==> src/rtl/core/gbbt_pkg.sv <==
package gbbt_pkg;

  // field widths
  localparam int unsigned ID_W    = 32;
  localparam int unsigned COORD_W = 32;
  localparam int unsigned RAD_W   = 31;

  // table size default and the cap on results of one query
  localparam int unsigned MAX_GRIDS_DEF = 32;
  localparam int unsigned MAX_RESULTS   = 32;
  localparam int unsigned RES_CNT_W     = $clog2(MAX_RESULTS);

  // start bounds of a new box, 999999.0 in Q23.8
  localparam logic signed [COORD_W-1:0] START_BOUND     = 32'sd255999744;
  localparam logic signed [COORD_W-1:0] START_BOUND_NEG = -32'sd255999744;

  // function codes
  localparam logic [1:0] FUNC_ADD   = 2'd0;
  localparam logic [1:0] FUNC_QUERY = 2'd1;
  localparam logic [1:0] FUNC_CLEAR = 2'd2;

  typedef struct packed {
    logic signed [COORD_W-1:0] x;
    logic signed [COORD_W-1:0] y;
    logic signed [COORD_W-1:0] z;
  } point_t;

  typedef struct packed {
    logic [ID_W-1:0]           key;
    logic signed [COORD_W-1:0] min_x;
    logic signed [COORD_W-1:0] max_x;
    logic signed [COORD_W-1:0] min_y;
    logic signed [COORD_W-1:0] max_y;
    logic signed [COORD_W-1:0] min_z;
    logic signed [COORD_W-1:0] max_z;
  } entry_t;

  // commands broadcast to every cell of the chain
  typedef struct packed {
    logic cmp_add;  // compare keys against the incoming id
    logic cmp_qry;  // test the query point against the grown box
    logic ins;      // insert a new entry, cells past the slot shift right
    logic upd;      // widen the box of the cell whose key matched
  } cell_ctrl_t;

endpackage

==> src/rtl/core/gbbt_cell.sv <==
module gbbt_cell (
  input  logic                                  clk_i,
  input  logic                                  rst_ni,
  input  gbbt_pkg::cell_ctrl_t                  ctrl_i,
  input  logic                                  valid_i,
  input  logic [gbbt_pkg::ID_W-1:0]             cmp_id_i,
  input  gbbt_pkg::point_t                      pt_i,
  input  logic [gbbt_pkg::RAD_W-1:0]            radius_i,
  input  logic [gbbt_pkg::ID_W-1:0]             new_id_i,
  input  gbbt_pkg::point_t                      vtx_i,
  input  gbbt_pkg::entry_t                      left_entry_i,
  input  logic                                  left_lt_i,
  input  logic                                  pick_i,
  output gbbt_pkg::entry_t                      entry_o,
  output logic                                  lt_o,
  output logic                                  eq_o,
  output logic                                  match_o
);

  gbbt_pkg::entry_t entry_q, entry_d;
  logic lt_q, lt_d, eq_q, eq_d, match_q, match_d;

  // inclusive test of p against [lo - r, hi + r], formed wide so nothing wraps
  function automatic logic in_range(input logic signed [gbbt_pkg::COORD_W-1:0] p,
                                    input logic signed [gbbt_pkg::COORD_W-1:0] lo,
                                    input logic signed [gbbt_pkg::COORD_W-1:0] hi,
                                    input logic [gbbt_pkg::RAD_W-1:0] r);
    logic signed [gbbt_pkg::COORD_W+1:0] p_w;
    logic signed [gbbt_pkg::COORD_W+1:0] lo_w;
    logic signed [gbbt_pkg::COORD_W+1:0] hi_w;
    logic signed [gbbt_pkg::COORD_W+1:0] r_w;
    p_w  = {{2{p[gbbt_pkg::COORD_W-1]}}, p};
    r_w  = $signed({3'b000, r});
    lo_w = {{2{lo[gbbt_pkg::COORD_W-1]}}, lo} - r_w;
    hi_w = {{2{hi[gbbt_pkg::COORD_W-1]}}, hi} + r_w;
    return (p_w >= lo_w) && (p_w <= hi_w);
  endfunction

  function automatic logic signed [gbbt_pkg::COORD_W-1:0] smin(
      input logic signed [gbbt_pkg::COORD_W-1:0] a,
      input logic signed [gbbt_pkg::COORD_W-1:0] b);
    return (a < b) ? a : b;
  endfunction

  function automatic logic signed [gbbt_pkg::COORD_W-1:0] smax(
      input logic signed [gbbt_pkg::COORD_W-1:0] a,
      input logic signed [gbbt_pkg::COORD_W-1:0] b);
    return (a > b) ? a : b;
  endfunction

  // entry update: widen in place, insert here, or take the left neighbor
  always_comb begin
    entry_d = entry_q;
    if (ctrl_i.upd && eq_q) begin
      entry_d.min_x = smin(entry_q.min_x, vtx_i.x);
      entry_d.max_x = smax(entry_q.max_x, vtx_i.x);
      entry_d.min_y = smin(entry_q.min_y, vtx_i.y);
      entry_d.max_y = smax(entry_q.max_y, vtx_i.y);
      entry_d.min_z = smin(entry_q.min_z, vtx_i.z);
      entry_d.max_z = smax(entry_q.max_z, vtx_i.z);
    end else if (ctrl_i.ins && !lt_q) begin
      if (left_lt_i) begin
        entry_d.key   = new_id_i;
        entry_d.min_x = smin(gbbt_pkg::START_BOUND, vtx_i.x);
        entry_d.max_x = smax(gbbt_pkg::START_BOUND_NEG, vtx_i.x);
        entry_d.min_y = smin(gbbt_pkg::START_BOUND, vtx_i.y);
        entry_d.max_y = smax(gbbt_pkg::START_BOUND_NEG, vtx_i.y);
        entry_d.min_z = smin(gbbt_pkg::START_BOUND, vtx_i.z);
        entry_d.max_z = smax(gbbt_pkg::START_BOUND_NEG, vtx_i.z);
      end else begin
        entry_d = left_entry_i;
      end
    end
  end

  // per-cell flags from the compare cycle
  always_comb begin
    lt_d    = lt_q;
    eq_d    = eq_q;
    match_d = match_q;
    if (ctrl_i.cmp_add) begin
      lt_d = valid_i && (entry_q.key < cmp_id_i);
      eq_d = valid_i && (entry_q.key == cmp_id_i);
    end
    if (ctrl_i.cmp_qry) begin
      match_d = valid_i &&
                in_range(pt_i.x, entry_q.min_x, entry_q.max_x, radius_i) &&
                in_range(pt_i.y, entry_q.min_y, entry_q.max_y, radius_i) &&
                in_range(pt_i.z, entry_q.min_z, entry_q.max_z, radius_i);
    end else if (pick_i) begin
      match_d = 1'b0;
    end
  end

  always_ff @(posedge clk_i or negedge rst_ni) begin
    if (!rst_ni) begin
      lt_q    <= 1'b0;
      eq_q    <= 1'b0;
      match_q <= 1'b0;
    end else begin
      lt_q    <= lt_d;
      eq_q    <= eq_d;
      match_q <= match_d;
    end
  end

  // box payload, no reset
  always_ff @(posedge clk_i) begin
    entry_q <= entry_d;
  end

  assign entry_o = entry_q;
  assign lt_o    = lt_q;
  assign eq_o    = eq_q;
  assign match_o = match_q;

endmodule

==> config.mk <==
export PLATFORM = sky130hd
export DESIGN_NAME = gbbt_cell
export DESIGN_NICKNAME = d
export VERILOG_FILES = /design/src/rtl/core/gbbt_pkg.sv /design/src/rtl/core/gbbt_cell.sv
export SDC_FILE = /design/constraint.sdc
export NUM_CORES = 2
export LEC_CHECK = 0
export ABC_AREA = 1
export BUFFER_PORTS_ARGS = -buffer_cell sky130_fd_sc_hd__buf_2
export CORE_AREA = 2 2 294 296
export DETAILED_ROUTE_END_ITERATION = 10
export DIE_AREA = 0 0 296 298
export GPL_TIMING_DRIVEN = 0
export PLACE_DENSITY = 0.73
export SETUP_SLACK_MARGIN = 0.15
export SLEW_MARGIN = 20
export SYNTH_ARGS = -nofsm -noshare
export SYNTH_HDL_FRONTEND = slang
export SYNTH_SLANG_ARGS = --single-unit
==> constraint.sdc <==
create_clock -name clk_i -period 3 [get_ports clk_i]
set_clock_uncertainty 0.1 [all_clocks]
set_input_delay 0.3 -clock clk_i [delete_from_list [all_inputs] [get_ports clk_i]]
set_output_delay 0.3 -clock clk_i [all_outputs]
set_load 0.02 [all_outputs]
**Word level (Yosys, flattened, before mapping)**

Index checks and enable logic that the tools add are counted.

- Register bits after elaboration: 227
- Input bits: 520
- Output and inout port bits: 227
- Logic and storage cells: 80

- Add/subtract/negate cells: 6
- Magnitude comparators: 19
- Eq/ne operators: 7
- Mux-type cells: 17
- Bitwise operators: 1
- Reductions and logical operators: 20

Operators with widths:

| operator | number |
|---|---|
| $mux W192 | 2 |
| $mux W32 | 12 |
| $mux W224 | 1 |
| $lt A32 B32 Y1 | 4 |
| $add A32 B32 Y33 | 3 |
| $ge A32 B33 Y1 | 3 |
| $le A32 B33 Y1 | 3 |
| $sub A32 B32 Y33 | 3 |
| $gt A29 B32 Y1 const A | 3 |
| $gt A32 B32 Y1 | 3 |
| $lt A29 B32 Y1 const A | 3 |
| $eq A32 B32 Y1 | 1 |
| $reduce_and A2 Y1 | 7 |
| $ne A2 B2 Y1 const B | 6 |
| $logic_and A1 B1 Y1 | 10 |
| $reduce_bool A2 Y1 | 2 |
| $mux W1 | 2 |
| $logic_not A1 Y1 | 1 |
| $not A1 Y1 | 1 |

**Longest topological paths before layout**

- Depth after elaboration: 7
- Gate-level depth with buffers: 29
- Depth with buffers taken out: 29

**Worst setup path before layout**

No wires, ideal clock.

- Path type: register -> register
- From: reg entry_q, in the netlist entry_o[64]
- To: reg match_q (netlist: match_o)
- Setup time: 0.065 ns
- Data arrival time: 3.218 ns
- Required time: 2.835 ns
- Setup slack: -0.383 ns
- Stages on the path, launching flop included: 27
- Path buffers: 0
- Clock period less this slack: 3.383 ns
- Cell sequence: edfxtp_1 ha_1 inv_1 fa_1 nand3b_1 nand2_1 a21oi_4 o21ai_2 a21oi_2 or2_1 nand2_1 xor2_1 ha_1 nand3_1 nor2_1 nand2_1 nor2_1 nand3_1 nand2_1 nor2_1 nand3_1 nand2_1 inv_1 nand2_1 nor2_1 nand2_1 nand2_1

- Longest elaborated chain between the ends: 6

RTL lines:

| element | line | RTL |
|---|---|---|
| start: declaration | gbbt_cell.sv:20 | `gbbt_pkg::entry_t entry_q, entry_d;` |
| start signal: assignment | gbbt_cell.sv:109 | `entry_q <= entry_d;` |
| $add A32 B32 Y33 | gbbt_cell.sv:35 | `hi_w = {{2{hi[gbbt_pkg::COORD_W-1]}}, hi} + r_w;` |
| $le A32 B33 Y1 | gbbt_cell.sv:36 | `return (p_w >= lo_w) && (p_w <= hi_w);` |
| $logic_and A1 B1 Y1 | gbbt_cell.sv:36 |  |
| $logic_and A1 B1 Y1 | gbbt_cell.sv:87 | `in_range(pt_i.x, entry_q.min_x, entry_q.max_x, radius_i) &&` |
| $logic_and A1 B1 Y1 | gbbt_cell.sv:88 | `in_range(pt_i.y, entry_q.min_y, entry_q.max_y, radius_i) &&` |
| $mux W1 | gbbt_cell.sv:85 | `if (ctrl_i.cmp_qry) begin` |
| end signal: assignment | gbbt_cell.sv:103 | `match_q <= match_d;` |
| end: declaration | gbbt_cell.sv:21 | `logic lt_q, lt_d, eq_q, eq_d, match_q, match_d;` |

Every way passes these cells.
A chain may end at the register's enable or synchronous reset.

**Worst setup path after layout**

- From: reg entry_q, in the netlist entry_o[132]
- To: reg match_q (netlist: match_o)

- Longest elaborated chain between the ends: 7

RTL lines:

| element | line | RTL |
|---|---|---|
| $add A32 B32 Y33 | gbbt_cell.sv:35 |  |
| $le A32 B33 Y1 | gbbt_cell.sv:36 |  |
| $logic_and A1 B1 Y1 | gbbt_cell.sv:36 |  |
| $logic_and A1 B1 Y1 | gbbt_cell.sv:86 | `match_d = valid_i &&` |
| $logic_and A1 B1 Y1 | gbbt_cell.sv:87 |  |
| $logic_and A1 B1 Y1 | gbbt_cell.sv:88 |  |
| $mux W1 | gbbt_cell.sv:85 |  |

Every way passes these cells.

==> flow_summary.yaml <==
setup_path:
  crit_required_ns: 3.48
  criticalPathCategory: "reg2reg"
  rrSetupSlack_ns: -1.14
  cp_cell_sequence: "ha_1 > a21oi_1 > o21ai_0 > inv_1 > nand2_1 > nand3_1 > nand3_1 > a31oi_1 > xor2_1 > ha_1 > nand2_1 > o21ai_0 > nor2_1 > nand2_1 > a21oi_2 > nand2_1 > nand2_2 > nand4_1 > nor2_1 > nand2_1 > nand2_1"
  cpMostUsedCell: "nand2_1"
  cp.arrival_ns: 4.62
  r2r_start: "entry_o[132]$_DFFE_PP_"
  start_kind: "flop"
  critPathSlowestCell: "edfxtp_1"
  crit_path_end_kind: "flop"
  r2r-end: "match_o$_DFFE_PN0P_"
  crit_buf_inv: 1
  cp_max_fo: 5
  ff2ff_path_depth: 21
  max_stage_delay_ns: 0.57
  critPathTopFamily: "simple AND/OR/NAND/NOR gates"
floorplan:
  die_w_um: 296
  dieArea_um2: 88200
  ios: 747
  die_h_um: 298
  core_region_area_um2: 84900
  row_count: 107
  initial_utilization_pct: 37.8
yosys:
  syn-instance-count: 4538
  synth_flop_cell: "edfxtp_1"
  synth_area_leaders: "ha_1 24%, edfxtp_1 21%, nand2_1 13%, a21oi_1 7.6%, inv_1 5.6%"
  synth_cell_types: 54
  synth.largest_area_cell: "ha_1"
  avgSynthCellArea_um2: 7.06
  synth_nets: 5672
  synth-edff-count: 224
  ys_seq_elements: 227
  synthArstFlopShare_pct: 1.32
  ys_seq_area_share_pct: 21.2
  syn_area_um2: 32100
  yosys.area.top_type_share_pct: 23.7
  synth_warnings: 0
placement:
  hpwl_um: 159000
  gp_congestion: 1.02
  portBuffers: 745
hold_path:
  worst_hold_path.endpoint: "entry_o[90]$_DFFE_PP_"
  hold_start: "left_entry_i[90]"
  hold_path_depth: 3
  worstHoldPathType: "in2reg"
finish:
  finish.net_count: 6809
  nFillCells: 8550
  final-seq-area_um2: 6800
  syn_to_final_growth_pct: 34.1
  final_layout_size_suffix_gt1_share_pct: 20.3
  final_core_util_pct: 50.7
  multi_input_area_um2: 24300
routing:
  drtAntennaViolNets: 0
  avgRoutedWirePerCell_um: 28.7
  wirelength_um: 197000
  avgViaCountPerCell: 5.84
  num_vias: 40100
  drtIter0Drc: 4500
  firstDrtPassIters: 6
  drc: 0
clock_network:
  cts_buffers: 30
  cts.sinks: 227
  root_buffer: "clkbuf_16"
  htreeDepth: 1
  cts_buffer_depth: 3
  cts_tree: "yes"
  insertion_delay_ns: 0.65
  clk_pin_slew_ns: 0.06
timing:
  finalHoldViolations: 1
  worst_pin_slew_ns: 1.44
  fmax_ghz: 0.242
  final.setup.worst_slack_ns: -1.14
  min_period_ns: 4.14
  rsz0062_at_grt: "yes"
  fin_hold_ws_ns: -0.00536
  period_share_pct: 138
  final.setup.tns_ns: -1.14
  finalSetupViolations: 1
  slew_headroom_pct: 4.06
  report.final.slew_viol_count: 0
power:
  p_leak_nw: 21.1
  p_total_mw: 17.6
  p_per_area_nw_per_um2: 409
  vdd_drop_max_mv: 0.560
global_routing:
  grt_max_degree: 33
  grt_pass1_vias: 37300
  grt_usage_pct: 42.4
  globalRouteOverflowTotal: 0
  antenna_found_initial: 30
  grt_pass1_wl_um: 265000
outcome:
  failed_checks: "negative hold slack, negative setup slack"
  status: "finished with violations"
flow_run:
  max_cap_viol_count: 0
## worst register-to-register path, cell delays in order (launching register included)
cell and delay, ns:
edfxtp_1 0.57, ha_1 0.44, a21oi_1 0.23, o21ai_0 0.10, inv_1 0.06, nand2_1 0.17
nand3_1 0.14, nand3_1 0.21, a31oi_1 0.34, xor2_1 0.22, ha_1 0.28, nand2_1 0.08
o21ai_0 0.08, nor2_1 0.09, nand2_1 0.07, a21oi_2 0.16, nand2_1 0.09, nand2_2 0.08
nand4_1 0.28, nor2_1 0.17, nand2_1 0.09, nand2_1 0.08
## where the power goes
part | internal, mW | total (mW) | switching [mW]
clock | 2.08 | 3.78 | 1.69
combinational | 3.49 | 9.45 | 5.96
sequential | 3.86 | 4.36 | 0.494
total | 9.44 | 17.6 | 8.14
## metal layers
layer  global-route usage [%]  up-vias  wire length [um]
li1                         -    18100                 -
met1                     49.7    18400             70400
met2                     66.2     2801             85200
met3                     10.2      730             22100
met4                     33.3       12             19100
met5                        0        -                87
## cells in the mapped netlist (all sizes together) (9+ instances only)
cell and instances:
nand2 1099, ha 608, a21oi 494, inv 481, nor2 409, o21ai 272
edfxtp 224, nand3 221, a22oi 93, xnor2 87, xor2 83, nand4 82
nor3 82, clkbuf 56, buf 31, a21o 30, nor4 26, o21bai 20
a31oi 19, nand3b 18, o21a 15, a21boi 14, o211ai 12, a211oi 9
a221oi 9
## cell families (layout without fill, tap and decap cells)
family / after synthesis / count (layout) / share of synthesized area, %
fa+ha+maj: 614 / 614 / 24.1
other cells: 0 / 26 / 0
compound gates: 1014 / 1014 / 18.0
buf+inv: 568 / 1719 / 6.79
xor+xnor: 170 / 170 / 4.65
simple gates: 1945 / 1954 / 25.2
flops: 227 / 227 / 21.2
## cell type report
type	instances	area share [%]
Tap cell	1144	3.33
Clock buffer	33	1.77
Multi-Input combinational cell	3752	56.6
Buffer	87	0.986
Antenna cell	26	0.151
Timing Repair Buffer	1096	16.7
Clock inverter	22	0.492
Sequential cell	227	15.8
Inverter	481	4.22
## timing repair
action                                  in CTS  in global routing
hold buffers                               238                  1
gates resized for setup                    125                155
hold endpoints to repair                   176                  1
buffers inserted                            44                 59
endpoints found under the setup margin     337                245
pin swaps                                   31                 52
gates cloned                                 7                  7
## sequential cells by signal, indices dropped and copies added (netlist names)
signal   cells
entry_o    224
eq_o         1
lt_o         1
match_o      1
## metrics by stage
step / area, um2 / instances / setup WS (ns) / hold slack [ns]
after detailed placement: 37400 / 6431 / -2.23 / 0.0223
after CTS: 41700 / 6775 / -1.01 / 0.000326
after floorplan: 32100 / 4538 / -0.354 / -0.0956
after global routing: 43000 / 6853 / -1.20 / 0.00571
final: 43000 / 6868 / -1.14 / -0.00536
after global placement: 37200 / 6427 / -2.26 / 0.0200
## layout by cell type, fill, tap and decap left out, types with 75 or more instances in the layout
| cell | synthesis | layout |
|---|---|---|
| a21oi_1 | 486 | 461 |
| a22oi_1 | 93 | 93 |
| buf_2 | 14 | 758 |
| buf_4 | 1 | 98 |
| dlygate4sd3_1 | 0 | 239 |
| edfxtp_1 | 224 | 224 |
| ha_1 | 608 | 583 |
| inv_1 | 481 | 474 |
| nand2_1 | 1094 | 1061 |
| nand3_1 | 220 | 201 |
| nand4_1 | 82 | 82 |
| nor2_1 | 409 | 392 |
| nor3_1 | 82 | 77 |
| o21ai_0 | 254 | 237 |
| xnor2_1 | 87 | 83 |
| xor2_1 | 83 | 75 |
## worst max-delay path by stage
stage	depth (start not counted)	start	end
floorplan	24	entry_o[64]$_DFFE_PP_	match_o$_DFFE_PN0P_
finish	21	entry_o[132]$_DFFE_PP_	match_o$_DFFE_PN0P_
CTS	25	entry_o[128]$_DFFE_PP_	match_o$_DFFE_PN0P_
detailed placement	26	radius_i[1]	match_o$_DFFE_PN0P_
global placement	26	radius_i[1]	match_o$_DFFE_PN0P_
global route	22	entry_o[150]$_DFFE_PP_	match_o$_DFFE_PN0P_
(Power assumes the default switching activity.)
